File: config.mk
export PLATFORM = sky130hd
export DESIGN_NAME = beam_break_window_filter
export DESIGN_NICKNAME = d
export VERILOG_FILES = /design/src/design/bbwf_pkg.sv /design/src/design/beam_break_window_filter.sv /design/src/design/bbwf_ctrl.sv /design/src/design/bbwf_datapath.sv
export SDC_FILE = /design/constraint.sdc
export NUM_CORES = 1
export LEC_CHECK = 0
export ABC_CLOCK_PERIOD_IN_PS = 14600
export BUFFER_PORTS_ARGS = -buffer_cell sky130_fd_sc_hd__buf_2
export CORE_UTILIZATION = 55
export DETAILED_ROUTE_END_ITERATION = 10
export GPL_ROUTABILITY_DRIVEN = 0
export HOLD_SLACK_MARGIN = 0.12
export PLACE_DENSITY = 0.79
export SETUP_SLACK_MARGIN = 0.05
export SLEW_MARGIN = 20
export SYNTH_ARGS = -nofsm -noshare
export SYNTH_HDL_FRONTEND = slang
export SYNTH_SLANG_ARGS = --single-unit
File: constraint.sdc
create_clock -name clk_i -period 14.6 [get_ports clk_i]
set_input_delay 0.73 -clock clk_i [delete_from_list [all_inputs] [get_ports clk_i]]
set_output_delay 0.73 -clock clk_i [all_outputs]
set_load 0.05 [all_outputs]
File: src/design/bbwf_pkg.sv
// ----------------------------------------------------------------------------
// Beam-break window filter package
// Shared sizes, register indexes, controller states and the command struct.
// ----------------------------------------------------------------------------
package bbwf_pkg;

  // Window length in samples and number of sensors qualified in parallel.
  localparam int KERNEL  = 16;
  localparam int SENSORS = 3;

  // Derived widths.
  localparam int POS_W   = (KERNEL > 1) ? $clog2(KERNEL) : 1;
  localparam int CNT_W   = $clog2(KERNEL + 1);
  localparam int THR_W   = 5;
  localparam int CMP_W   = (CNT_W > THR_W) ? CNT_W : THR_W;
  localparam int HOLD_W  = 8;
  localparam int LIGHT_W = 16;
  localparam int RAW_W   = 3;
  localparam int RAW_EXT_W = 8;

  // Stream and configuration port widths.
  localparam int S_DATA_W = 8;
  localparam int M_DATA_W = 8;
  localparam int CFG_IDX_W  = 3;
  localparam int CFG_DATA_W = 16;

  // Which timers drive the goal light pins.
  localparam int HUM_IDX = 1 % SENSORS;
  localparam int ROB_IDX = 2 % SENSORS;

  // Reset values of the configuration registers.
  localparam logic [THR_W-1:0]   THR_CENTRE_RST = THR_W'(10);
  localparam logic [THR_W-1:0]   THR_GOAL_RST   = THR_W'(5);
  localparam logic               BLOCKED_RST    = 1'b1;
  localparam logic [HOLD_W-1:0]  HOLD_RST       = HOLD_W'(250);
  localparam logic [LIGHT_W-1:0] LIGHT_RST      = LIGHT_W'(1000);
  localparam logic [LIGHT_W-1:0] STARTUP_RST    = LIGHT_W'(1000);

  // Configuration register indexes.
  typedef enum logic [CFG_IDX_W-1:0] {
    REG_THR_CENTRE = 3'd0,
    REG_THR_HUMAN  = 3'd1,
    REG_THR_ROBOT  = 3'd2,
    REG_BLOCKED    = 3'd3,
    REG_HOLD       = 3'd4,
    REG_LIGHT      = 3'd5,
    REG_STARTUP    = 3'd6
  } reg_idx_e;

  // Input item kinds.
  typedef enum logic {
    REQ_SAMPLE = 1'b0,
    REQ_FILTER = 1'b1
  } req_type_e;

  // Controller states.
  typedef enum logic [1:0] {
    ST_IDLE   = 2'd0,
    ST_COUNT  = 2'd1,
    ST_UPDATE = 2'd2
  } ctrl_state_e;

  // Commands from controller to datapath.
  typedef struct packed {
    logic latch_in;
    logic count;
    logic update;
  } ctrl_cmd_t;

endpackage

File: src/design/beam_break_window_filter.sv
// Steps: the controller latches an item, counts its window, then loads the
// result register in its update step. A new item is taken only once the
// controller is back in idle; a result left waiting holds the next item in
// its update step.
// Reset: asynchronous, active low; windows, timers and flags clear, blanking
// loads 1000 ticks, both light pins go high, registers take their defaults.
// ----------------------------------------------------------------------------
// Beam-break window filter
// Qualifies three beam-break sensors over a sliding window of samples with
// hold time, startup blanking and goal-light timers.
// ----------------------------------------------------------------------------
module beam_break_window_filter (
  input  logic                            clk_i,
  input  logic                            rst_ni,
  // Input stream.
  input  logic                            s_axis_tvalid,
  output logic                            s_axis_tready,
  input  logic [bbwf_pkg::S_DATA_W-1:0]   s_axis_tdata,  // [2:0] raw_bits
  input  logic                            s_axis_tuser,  // [0] req_type
  // Result stream.
  output logic                            m_axis_tvalid,
  input  logic                            m_axis_tready,
  // [0] filtered_centre, [1] filtered_human, [2] filtered_robot,
  // [3] light_human_pin, [4] light_robot_pin
  output logic [bbwf_pkg::M_DATA_W-1:0]   m_axis_tdata,
  // Configuration write port.
  input  logic                            cfg_we_i,
  input  logic [bbwf_pkg::CFG_IDX_W-1:0]  cfg_idx_i,
  input  logic [bbwf_pkg::CFG_DATA_W-1:0] cfg_data_i
);
  import bbwf_pkg::*;

  ctrl_cmd_t cmd;

  // Sequencer and handshakes.
  bbwf_ctrl u_ctrl (
    .clk_i       (clk_i),
    .rst_ni      (rst_ni),
    .in_valid_i  (s_axis_tvalid),
    .in_ready_o  (s_axis_tready),
    .out_valid_o (m_axis_tvalid),
    .out_ready_i (m_axis_tready),
    .cmd_o       (cmd)
  );

  // Filter state and arithmetic.
  bbwf_datapath u_datapath (
    .clk_i      (clk_i),
    .rst_ni     (rst_ni),
    .cmd_i      (cmd),
    .req_type_i (s_axis_tuser),
    .raw_bits_i (s_axis_tdata[RAW_W-1:0]),
    .cfg_we_i   (cfg_we_i),
    .cfg_idx_i  (cfg_idx_i),
    .cfg_data_i (cfg_data_i),
    .result_o   (m_axis_tdata)
  );

endmodule

File: src/design/bbwf_ctrl.sv
// ----------------------------------------------------------------------------
// Beam-break window filter controller
// Sequences latch, count and update steps and owns the handshakes.
// ----------------------------------------------------------------------------
module bbwf_ctrl (
  input  logic                clk_i,
  input  logic                rst_ni,
  input  logic                in_valid_i,
  output logic                in_ready_o,
  output logic                out_valid_o,
  input  logic                out_ready_i,
  output bbwf_pkg::ctrl_cmd_t cmd_o
);
  import bbwf_pkg::*;

  ctrl_state_e state_q, state_d;
  logic        out_valid_q, out_valid_d;
  logic        in_ready;

  // The input side opens whenever the controller is idle; a waiting result
  // is held in the datapath's result register.
  assign in_ready    = (state_q == ST_IDLE);
  assign in_ready_o  = in_ready;
  assign out_valid_o = out_valid_q;

  // State and result-valid registers.
  always_ff @(posedge clk_i or negedge rst_ni) begin
    if (!rst_ni) begin
      state_q     <= ST_IDLE;
      out_valid_q <= 1'b0;
    end else begin
      state_q     <= state_d;
      out_valid_q <= out_valid_d;
    end
  end

  // Next state and commands. The update step waits until the result
  // register is free or being emptied in this cycle.
  always_comb begin
    state_d     = state_q;
    out_valid_d = out_valid_q && !out_ready_i;
    cmd_o       = '0;
    case (state_q)
      ST_IDLE: begin
        if (in_valid_i && in_ready) begin
          cmd_o.latch_in = 1'b1;
          state_d        = ST_COUNT;
        end
      end
      ST_COUNT: begin
        cmd_o.count = 1'b1;
        state_d     = ST_UPDATE;
      end
      ST_UPDATE: begin
        if (!out_valid_q || out_ready_i) begin
          cmd_o.update = 1'b1;
          out_valid_d  = 1'b1;
          state_d      = ST_IDLE;
        end
      end
      default: begin
        state_d = ST_IDLE;
      end
    endcase
  end

endmodule

File: src/design/bbwf_datapath.sv
// ----------------------------------------------------------------------------
// Beam-break window filter datapath
// Sample windows, blocked-sample counts, hold and light timers, config regs.
// ----------------------------------------------------------------------------
module bbwf_datapath (
  input  logic                               clk_i,
  input  logic                               rst_ni,
  input  bbwf_pkg::ctrl_cmd_t                cmd_i,
  input  logic                               req_type_i,
  input  logic [bbwf_pkg::RAW_W-1:0]         raw_bits_i,
  input  logic                               cfg_we_i,
  input  logic [bbwf_pkg::CFG_IDX_W-1:0]     cfg_idx_i,
  input  logic [bbwf_pkg::CFG_DATA_W-1:0]    cfg_data_i,
  output logic [bbwf_pkg::M_DATA_W-1:0]      result_o
);
  import bbwf_pkg::*;

  // Configuration registers.
  logic [THR_W-1:0]   thr_centre_q, thr_human_q, thr_robot_q;
  logic               blocked_q;
  logic [HOLD_W-1:0]  hold_ticks_q;
  logic [LIGHT_W-1:0] light_ticks_q;

  // Latched item.
  logic               req_q;
  logic [RAW_W-1:0]   raw_q;

  // Filter state.
  logic [KERNEL-1:0]  win_q   [SENSORS];
  logic [KERNEL-1:0]  win_d   [SENSORS];
  logic [POS_W-1:0]   pos_q, pos_d;
  logic [HOLD_W-1:0]  hold_q  [SENSORS];
  logic [HOLD_W-1:0]  hold_d  [SENSORS];
  logic [LIGHT_W-1:0] timer_q [SENSORS];
  logic [LIGHT_W-1:0] timer_d [SENSORS];
  logic [SENSORS-1:0] flag_q, flag_d;
  logic [LIGHT_W-1:0] blank_q, blank_d;
  logic [1:0]         pins_q, pins_d;
  logic [CNT_W-1:0]   cnt_q   [SENSORS];
  logic [CNT_W-1:0]   cnt_d   [SENSORS];
  logic [M_DATA_W-1:0] res_q;

  logic [RAW_EXT_W-1:0] raw_ext;
  logic [THR_W-1:0]     thr     [SENSORS];
  logic [2:0]           out_flags;

  assign raw_ext = {{(RAW_EXT_W-RAW_W){1'b0}}, raw_q};

  // Sensors past the robot goal share its threshold.
  always_comb begin
    for (int s = 0; s < SENSORS; s++) begin
      if (s == 0) begin
        thr[s] = thr_centre_q;
      end else if (s == 1) begin
        thr[s] = thr_human_q;
      end else begin
        thr[s] = thr_robot_q;
      end
    end
  end

  // Configuration registers; the user writes only while idle, unenforced.
  always_ff @(posedge clk_i or negedge rst_ni) begin
    if (!rst_ni) begin
      thr_centre_q  <= THR_CENTRE_RST;
      thr_human_q   <= THR_GOAL_RST;
      thr_robot_q   <= THR_GOAL_RST;
      blocked_q     <= BLOCKED_RST;
      hold_ticks_q  <= HOLD_RST;
      light_ticks_q <= LIGHT_RST;
    end else if (cfg_we_i) begin
      case (cfg_idx_i)
        REG_THR_CENTRE: thr_centre_q  <= cfg_data_i[THR_W-1:0];
        REG_THR_HUMAN:  thr_human_q   <= cfg_data_i[THR_W-1:0];
        REG_THR_ROBOT:  thr_robot_q   <= cfg_data_i[THR_W-1:0];
        REG_BLOCKED:    blocked_q     <= cfg_data_i[0];
        REG_HOLD:       hold_ticks_q  <= cfg_data_i[HOLD_W-1:0];
        REG_LIGHT:      light_ticks_q <= cfg_data_i[LIGHT_W-1:0];
        default: begin
        end
      endcase
    end
  end

  // Item latch and per-sensor counts of blocked samples.
  always_comb begin
    for (int s = 0; s < SENSORS; s++) begin
      cnt_d[s] = '0;
      for (int k = 0; k < KERNEL; k++) begin
        cnt_d[s] = cnt_d[s] + CNT_W'(win_q[s][k] == blocked_q);
      end
    end
  end

  always_ff @(posedge clk_i) begin
    if (cmd_i.latch_in) begin
      req_q <= req_type_i;
      raw_q <= raw_bits_i;
    end
    if (cmd_i.count) begin
      cnt_q <= cnt_d;
    end
  end

  // Next filter state: sample store, blanking, or per-sensor qualification.
  always_comb begin
    win_d   = win_q;
    pos_d   = pos_q;
    hold_d  = hold_q;
    timer_d = timer_q;
    flag_d  = flag_q;
    blank_d = blank_q;
    pins_d  = pins_q;
    if (cmd_i.update) begin
      if (req_q == REQ_SAMPLE) begin
        for (int s = 0; s < SENSORS; s++) begin
          win_d[s][pos_q] = (s < RAW_W) ? raw_ext[s] : 1'b0;
        end
        pos_d = (pos_q == POS_W'(KERNEL - 1)) ? '0 : pos_q + POS_W'(1);
      end else if (blank_q != '0) begin
        blank_d = blank_q - LIGHT_W'(1);
      end else begin
        for (int s = 0; s < SENSORS; s++) begin
          if (CMP_W'(cnt_q[s]) >= CMP_W'(thr[s])) begin
            timer_d[s] = light_ticks_q;
            flag_d[s]  = 1'b1;
            hold_d[s]  = hold_ticks_q;
          end else begin
            if (hold_q[s] != '0) begin
              flag_d[s] = 1'b1;
              hold_d[s] = hold_q[s] - HOLD_W'(1);
            end else begin
              flag_d[s] = 1'b0;
            end
            if (timer_q[s] != '0) begin
              timer_d[s] = timer_q[s] - LIGHT_W'(1);
            end
          end
        end
        // Human light is active low, robot light active high.
        if (SENSORS > 1) begin
          pins_d[0] = (timer_d[HUM_IDX] == '0);
        end
        if (SENSORS > 2) begin
          pins_d[1] = (timer_d[ROB_IDX] != '0);
        end
      end
    end
    // Writing the startup count restarts blanking.
    if (cfg_we_i && (cfg_idx_i == REG_STARTUP)) begin
      blank_d = cfg_data_i[LIGHT_W-1:0];
    end
  end

  // Filter state registers.
  always_ff @(posedge clk_i or negedge rst_ni) begin
    if (!rst_ni) begin
      for (int s = 0; s < SENSORS; s++) begin
        win_q[s]   <= '0;
        hold_q[s]  <= '0;
        timer_q[s] <= '0;
      end
      pos_q   <= '0;
      flag_q  <= '0;
      blank_q <= STARTUP_RST;
      pins_q  <= 2'b11;
    end else begin
      win_q   <= win_d;
      pos_q   <= pos_d;
      hold_q  <= hold_d;
      timer_q <= timer_d;
      flag_q  <= flag_d;
      blank_q <= blank_d;
      pins_q  <= pins_d;
    end
  end

  // Flags of the updated state; absent sensors read as clear.
  always_comb begin
    for (int s = 0; s < 3; s++) begin
      out_flags[s] = (s < SENSORS) ? flag_d[s % SENSORS] : 1'b0;
    end
  end

  // Result register, loaded at the update step and held until taken.
  always_ff @(posedge clk_i or negedge rst_ni) begin
    if (!rst_ni) begin
      res_q <= '0;
    end else if (cmd_i.update) begin
      res_q <= {{(M_DATA_W-5){1'b0}}, pins_d[1], pins_d[0], out_flags};
    end
  end

  assign result_o = res_q;

endmodule

; Word level (Yosys, flattened, before mapping)
; Cells that the tools add are included.
[totals]
reg_bits = 196
latchBits = 0
ramBits = 0
romBits = 0
input_bits = 33
output_inout_bits = 10
elab_cells = 228
n_memories = 0
[classes]
addsub = 52
mul = 0
div_mod_pow = 0
n_lt_le_gt_ge = 5
eq_ne = 59
shifts = 0
muxes = 48
bitwise = 2
n_reduce_logical = 36
[op_table]
columns = operator, count
row1 = 16-bit 2-to-1 mux, 14
row2 = 5-bit by 1-bit adder with 5-bit output, 42
row3 = 16-bit nonzero test, 4
row4 = 16-bit bitwise mux, 3
row5 = 1-bit equality test, 48
row6 = 8-bit 2-to-1 mux, 6
row7 = "16-bit by 1-bit subtractor with 16-bit output, second input constant", 3
row8 = 8-bit nonzero test, 3
row9 = "8-bit by 1-bit subtractor with 8-bit output, second input constant", 3
row10 = 16-bit zero test, 1
row11 = 2-bit AND reduction, 8
row12 = 5-bit >= comparator, 3
row13 = 1-bit 2-to-1 mux, 14
row14 = 4-bit AND reduction, 3
row15 = 2-bit nonzero test, 6
row16 = 2-bit 2-to-1 mux, 5
row17 = "3-bit equality test, second input constant", 3
row18 = 3-bit 2-to-1 mux, 3
row19 = 1-bit by 1-bit adder with 2-bit output, 3
row20 = "3-bit by 2-bit equality test with 1-bit output, second input constant", 2
row21 = 2-bit one-hot mux with 3 select lines, 1
row22 = 3-bit AND reduction, 2
row23 = "4-bit by 5-bit less-than comparator with 1-bit output, second input constant", 1
row24 = "4-bit by 1-bit adder with 4-bit output, second input constant", 1
row25 = 15 further kinds, 20

; Longest topological paths before layout
[depth]
ltp_word = 16
ltp_mapped = 17
depth_no_buf = 14

; By module
; Synthesis repeated with hierarchy kept, for this count alone.
[hier_totals]
cells_unflattened = 1174
hier_area_um2 = 11669.9
[modules_own_cells]
columns = mod, instances, cells_each, area_each_um2, seq_area_each_um2
row1 = bbwf_datapath, 1, 1162, 11537.3, 4958.5
row2 = bbwf_ctrl, 1, 12, 132.6, 75.1

; Worst setup path after synthesis
; OpenSTA, ideal clock, no wires.
[synth_timing]
path_type = register to register
startpoint = register u_datapath.blocked_q
endpoint = register u_datapath.cnt_q[14] (netlist name) (data pin)
setup_ns = 0.255
arrival_ns = 5.109
required_time_ns = 14.345
setup_slack_ns = 9.236
path_stages_with_launch = 16
path_buffers = 3
period_less_slack_ns = 5.364
path_cell_list = dfstp_2 > clkbuf_1 > buf_1 > buf_1 > xnor2_1 > ha_1 > inv_1 > fa_1 > fa_1 > fa_1 > inv_1 > fa_1 > fa_1 > fa_1 > a21oi_1 > nor2b_1
[synth_rtl]
columns = element, line_no
row1 = "start, declared", bbwf_datapath.sv:20  ; logic blocked_q;
row2 = "start signal, assigned", bbwf_datapath.sv:76  ; REG_BLOCKED: blocked_q <= cfg_data_i[0];
row3 = "end signal, assigned", bbwf_datapath.sv:101  ; cnt_q <= cnt_d;
row4 = "end, declared", bbwf_datapath.sv:39  ; logic [CNT_W-1:0] cnt_q [SENSORS];

==> impl_metrics.yaml <==
floorplanning:
  initial_core_util_pct: 56.2
  io_pins: 43
  die_height_um: 146
  die_x_um: 146
  core_mm2: 0.0203
  rows: 52
  dieArea_mm2: 0.0213
clock_network:
  cts_setup_buffers: 0
  cts_buffers: 17
  cts.sinks: 196
  htree_num_levels: 4
  hold_buffers: 0
  ctsResizeCount: 0
  cts_tree: "built"
  path_clk_slew_ns: 0.09
  clk_path_buf_depth: 2
  clk-insertion-delay-late_ns: 0.45
  cts_root_buf: "clkbuf_16"
power_and_ir_drop:
  ir_drop_mv: 0.693
  leakagePower_nw: 5.53
  power_frac_comb_pct: 57.0
  seqPwrFrac_pct: 27.2
  clkPwrFrac_pct: 15.7
  p_int_mw: 1.86
  swShare_pct: 42.4
  power_density_mw_per_mm2: 259
  p_sw_mw: 1.37
  total_power_mw: 3.23
route:
  drc: 0
  antenna_left: 0
  wl_per_cell_um: 17.5
  vias_per_cell: 5.88
  dr_total_vias: 8495
  wirelength_um: 25300
  dr.pass1.iters: 5
  dr.first_iter.drc_count: 717
timing:
  relSlewSlack_pct: 29.4
  tightest_slew_ns: 1.05
  fin_skew_ns: 0.0172
  fin_tns_setup_ns: 0
  finalCriticalPeriod_ns: 5.17
  setup_viol: 0
  rsz0062_at_grt: "no"
  max_freq_mhz: 194
  hold_viol_final: 0
  min_period_over_period_pct: 35.4
  final_max_slew_viol_count: 0
global_route:
  grt_overflow: 0
  antenna_found_initial: 0
  grt_pass1_vias: 8372
  grt_pass1_wl_um: 42000
  track_usage_pct: 25.1
  grt_max_degree: 99
setup_path:
  crit-reg2reg-launch: "u_datapath.blocked_q"
  end_kind: "flop"
  crit_family: "adder cells"
  r2r-end: "u_datapath.cnt_q[14]"
  path_cells: "buf_4 -> xnor2_1 -> ha_1 -> inv_1 -> fa_1 -> fa_1 -> fa_1 -> inv_1 -> fa_1 -> fa_1 -> fa_1 -> a21oi_1 -> nor2b_1"
  path_buf_inv: 3
  crit_required_ns: 14.80
  rrSetupSlack_ns: 9.43
  critPathMaxFanout: 48
  crit_arrival_ns: 5.36
  r2r_cells: 13
  crit_slowest_cell: "buf_4"
  slowest_delay_ns: 0.59
  path_class: "flop to flop"
  crit_top_cell: "fa_1"
  startpoint_type: "flop"
final_layout:
  stdcell_area_mm2: 0.0125
  diodes: 0
  final_cell_mix: "150 x dfrtp_1, 104 x nor2_1, 96 x o21ai_0"
  drive_gt1_share_pct: 17.4
  area_growth_pct: 9.26
  nets: 1267
  layout_commonest_cell: "dfrtp_1"
  fin_util_pct: 61.4
yosys:
  yosysSeqAreaShare_pct: 44.1
  syn_inst: 1149
  synth_edf_count: 19
  syn_area_mm2: 0.0114
  synth_top_area_cell: "dfrtp_1"
  ys.flop_type: "dfrtp_1"
  synthArstFlopShare_pct: 90.3
  yosys-top-cells-area: "dfrtp_1 33%, mux2_2 7.8%, dfstp_2 6.2%"
  synth_top_area_share_pct: 32.9
  synth.avg_cell_area_um2: 9.94
  ys_warn_count: 0
  yosys_register_bits: 196
  netlist-cell-type-count: 63
worst_hold_path:
  hp-class: "input pin to async pin"
place:
  port_buffers: 34
  dpl.hpwl_um: 17200
  postPlaceCellArea_mm2: 0.0118
flow_run:
  drv_cap: 0
status:
  status: "completed"
==> registers in the layout, summed over array words and instances (netlist names) <==
| name | flops |
|---|---|
| u_datapath.light_ticks_q | 16 |
| u_datapath.cnt_q | 15 |
| u_datapath.pins_q | 2 |
| u_datapath.timer_q | 32 |
| u_ctrl.state_q | 2 |
| u_datapath.thr_centre_q | 5 |
| u_datapath.hold_q | 24 |
| u_datapath.thr_robot_q | 5 |
| u_datapath.raw_q | 3 |
| u_datapath.flag_q | 3 |
| u_datapath.result_o | 5 |
| u_datapath.pos_q | 4 |
| u_datapath.blocked_q | 1 |
| u_datapath.blank_q | 16 |
| u_datapath.hold_ticks_q | 8 |
| u_datapath.win_q | 48 |
| u_ctrl.out_valid_o | 1 |
| u_datapath.req_q | 1 |
| u_datapath.thr_human_q | 5 |
==> cell usage after synthesis, types with 28 or more instances <==
library cell  count
dfrtp_1         150
nor2_1          104
o21ai_0          97
nand2_1          90
a21oi_1          85
mux2_2           79
inv_1            67
xnor2_1          49
clkbuf_1         43
ha_1             42
xor2_1           32
fa_1             30
nor3_1           28
==> power groups by stage <==
| stage | clock, mW | combinational (mW) | sequential (mW) |
|---|---|---|---|
| after global placement | 0 | 1.77 | 0.881 |
| after detailed placement | 0 | 1.84 | 0.885 |
| after global routing | 0.534 | 2.15 | 0.890 |
| after CTS | 0.516 | 1.86 | 0.876 |
| final | 0.508 | 1.84 | 0.879 |
| after floorplan | 0 | 1.45 | 0.877 |
==> worst max path at each step <==
stage | startpoint | end | slack (ns) | cells after the start
floorplan | u_datapath.blocked_q | u_datapath.cnt_q[14] | 9.24 | 15
global placement | u_datapath.blocked_q | u_datapath.cnt_q[9] | 9.44 | 13
detailed placement | u_datapath.blocked_q | u_datapath.cnt_q[14] | 9.43 | 13
CTS | u_datapath.blocked_q | u_datapath.cnt_q[14] | 9.41 | 13
global route | u_datapath.blocked_q | u_datapath.cnt_q[9] | 9.21 | 13
finish | u_datapath.blocked_q | u_datapath.cnt_q[14] | 9.43 | 13
==> cell families (layout without fill, tap and decap cells) <==
group / after synthesis / count (layout) / share of synthesized area (%)
compound gates: 238 / 238 / 11.7
xor+xnor: 81 / 81 / 6.21
fa+ha+maj: 72 / 72 / 9.86
buf+inv: 121 / 145 / 4.10
flops: 196 / 196 / 44.1
mux: 89 / 89 / 8.67
other cells: 1 / 3 / 0.0328
simple gates: 351 / 351 / 15.3
==> final cells by class <==
class	count	area, µm²
inverter	67	251
tap	270	338
clock buffer	17	425
multi-input combinational	834	5940
clock inverter	15	215
sequential	196	5030
timing repair buffer	46	270
fill	1646	7830
==> per-stage QoR <==
| step | cells | setup slack (ns) | hold slack (ns) |
|---|---|---|---|
| after floorplan | 1151 | 9.24 | 0.433 |
| after global placement | 1413 | 9.44 | 0.444 |
| after detailed placement | 1413 | 9.43 | 0.455 |
| after CTS | 1445 | 9.41 | 0.396 |
| after global routing | 1445 | 9.21 | 0.427 |
| final | 1445 | 9.43 | 0.362 |
==> routing by layer <==
| layer | global-route usage (%) | vias to the layer above | wire length (µm) |
|---|---|---|---|
| met1 | 35.0 | 4163 | 11500 |
| met4 | 6.67 | 0 | 317 |
| met5 | 0 | - | 0 |
| met2 | 41.1 | 264 | 12100 |
| li1 | - | 4034 | - |
| met3 | 3.91 | 34 | 1420 |
No activity file was read; power rests on OpenSTA's default activity.
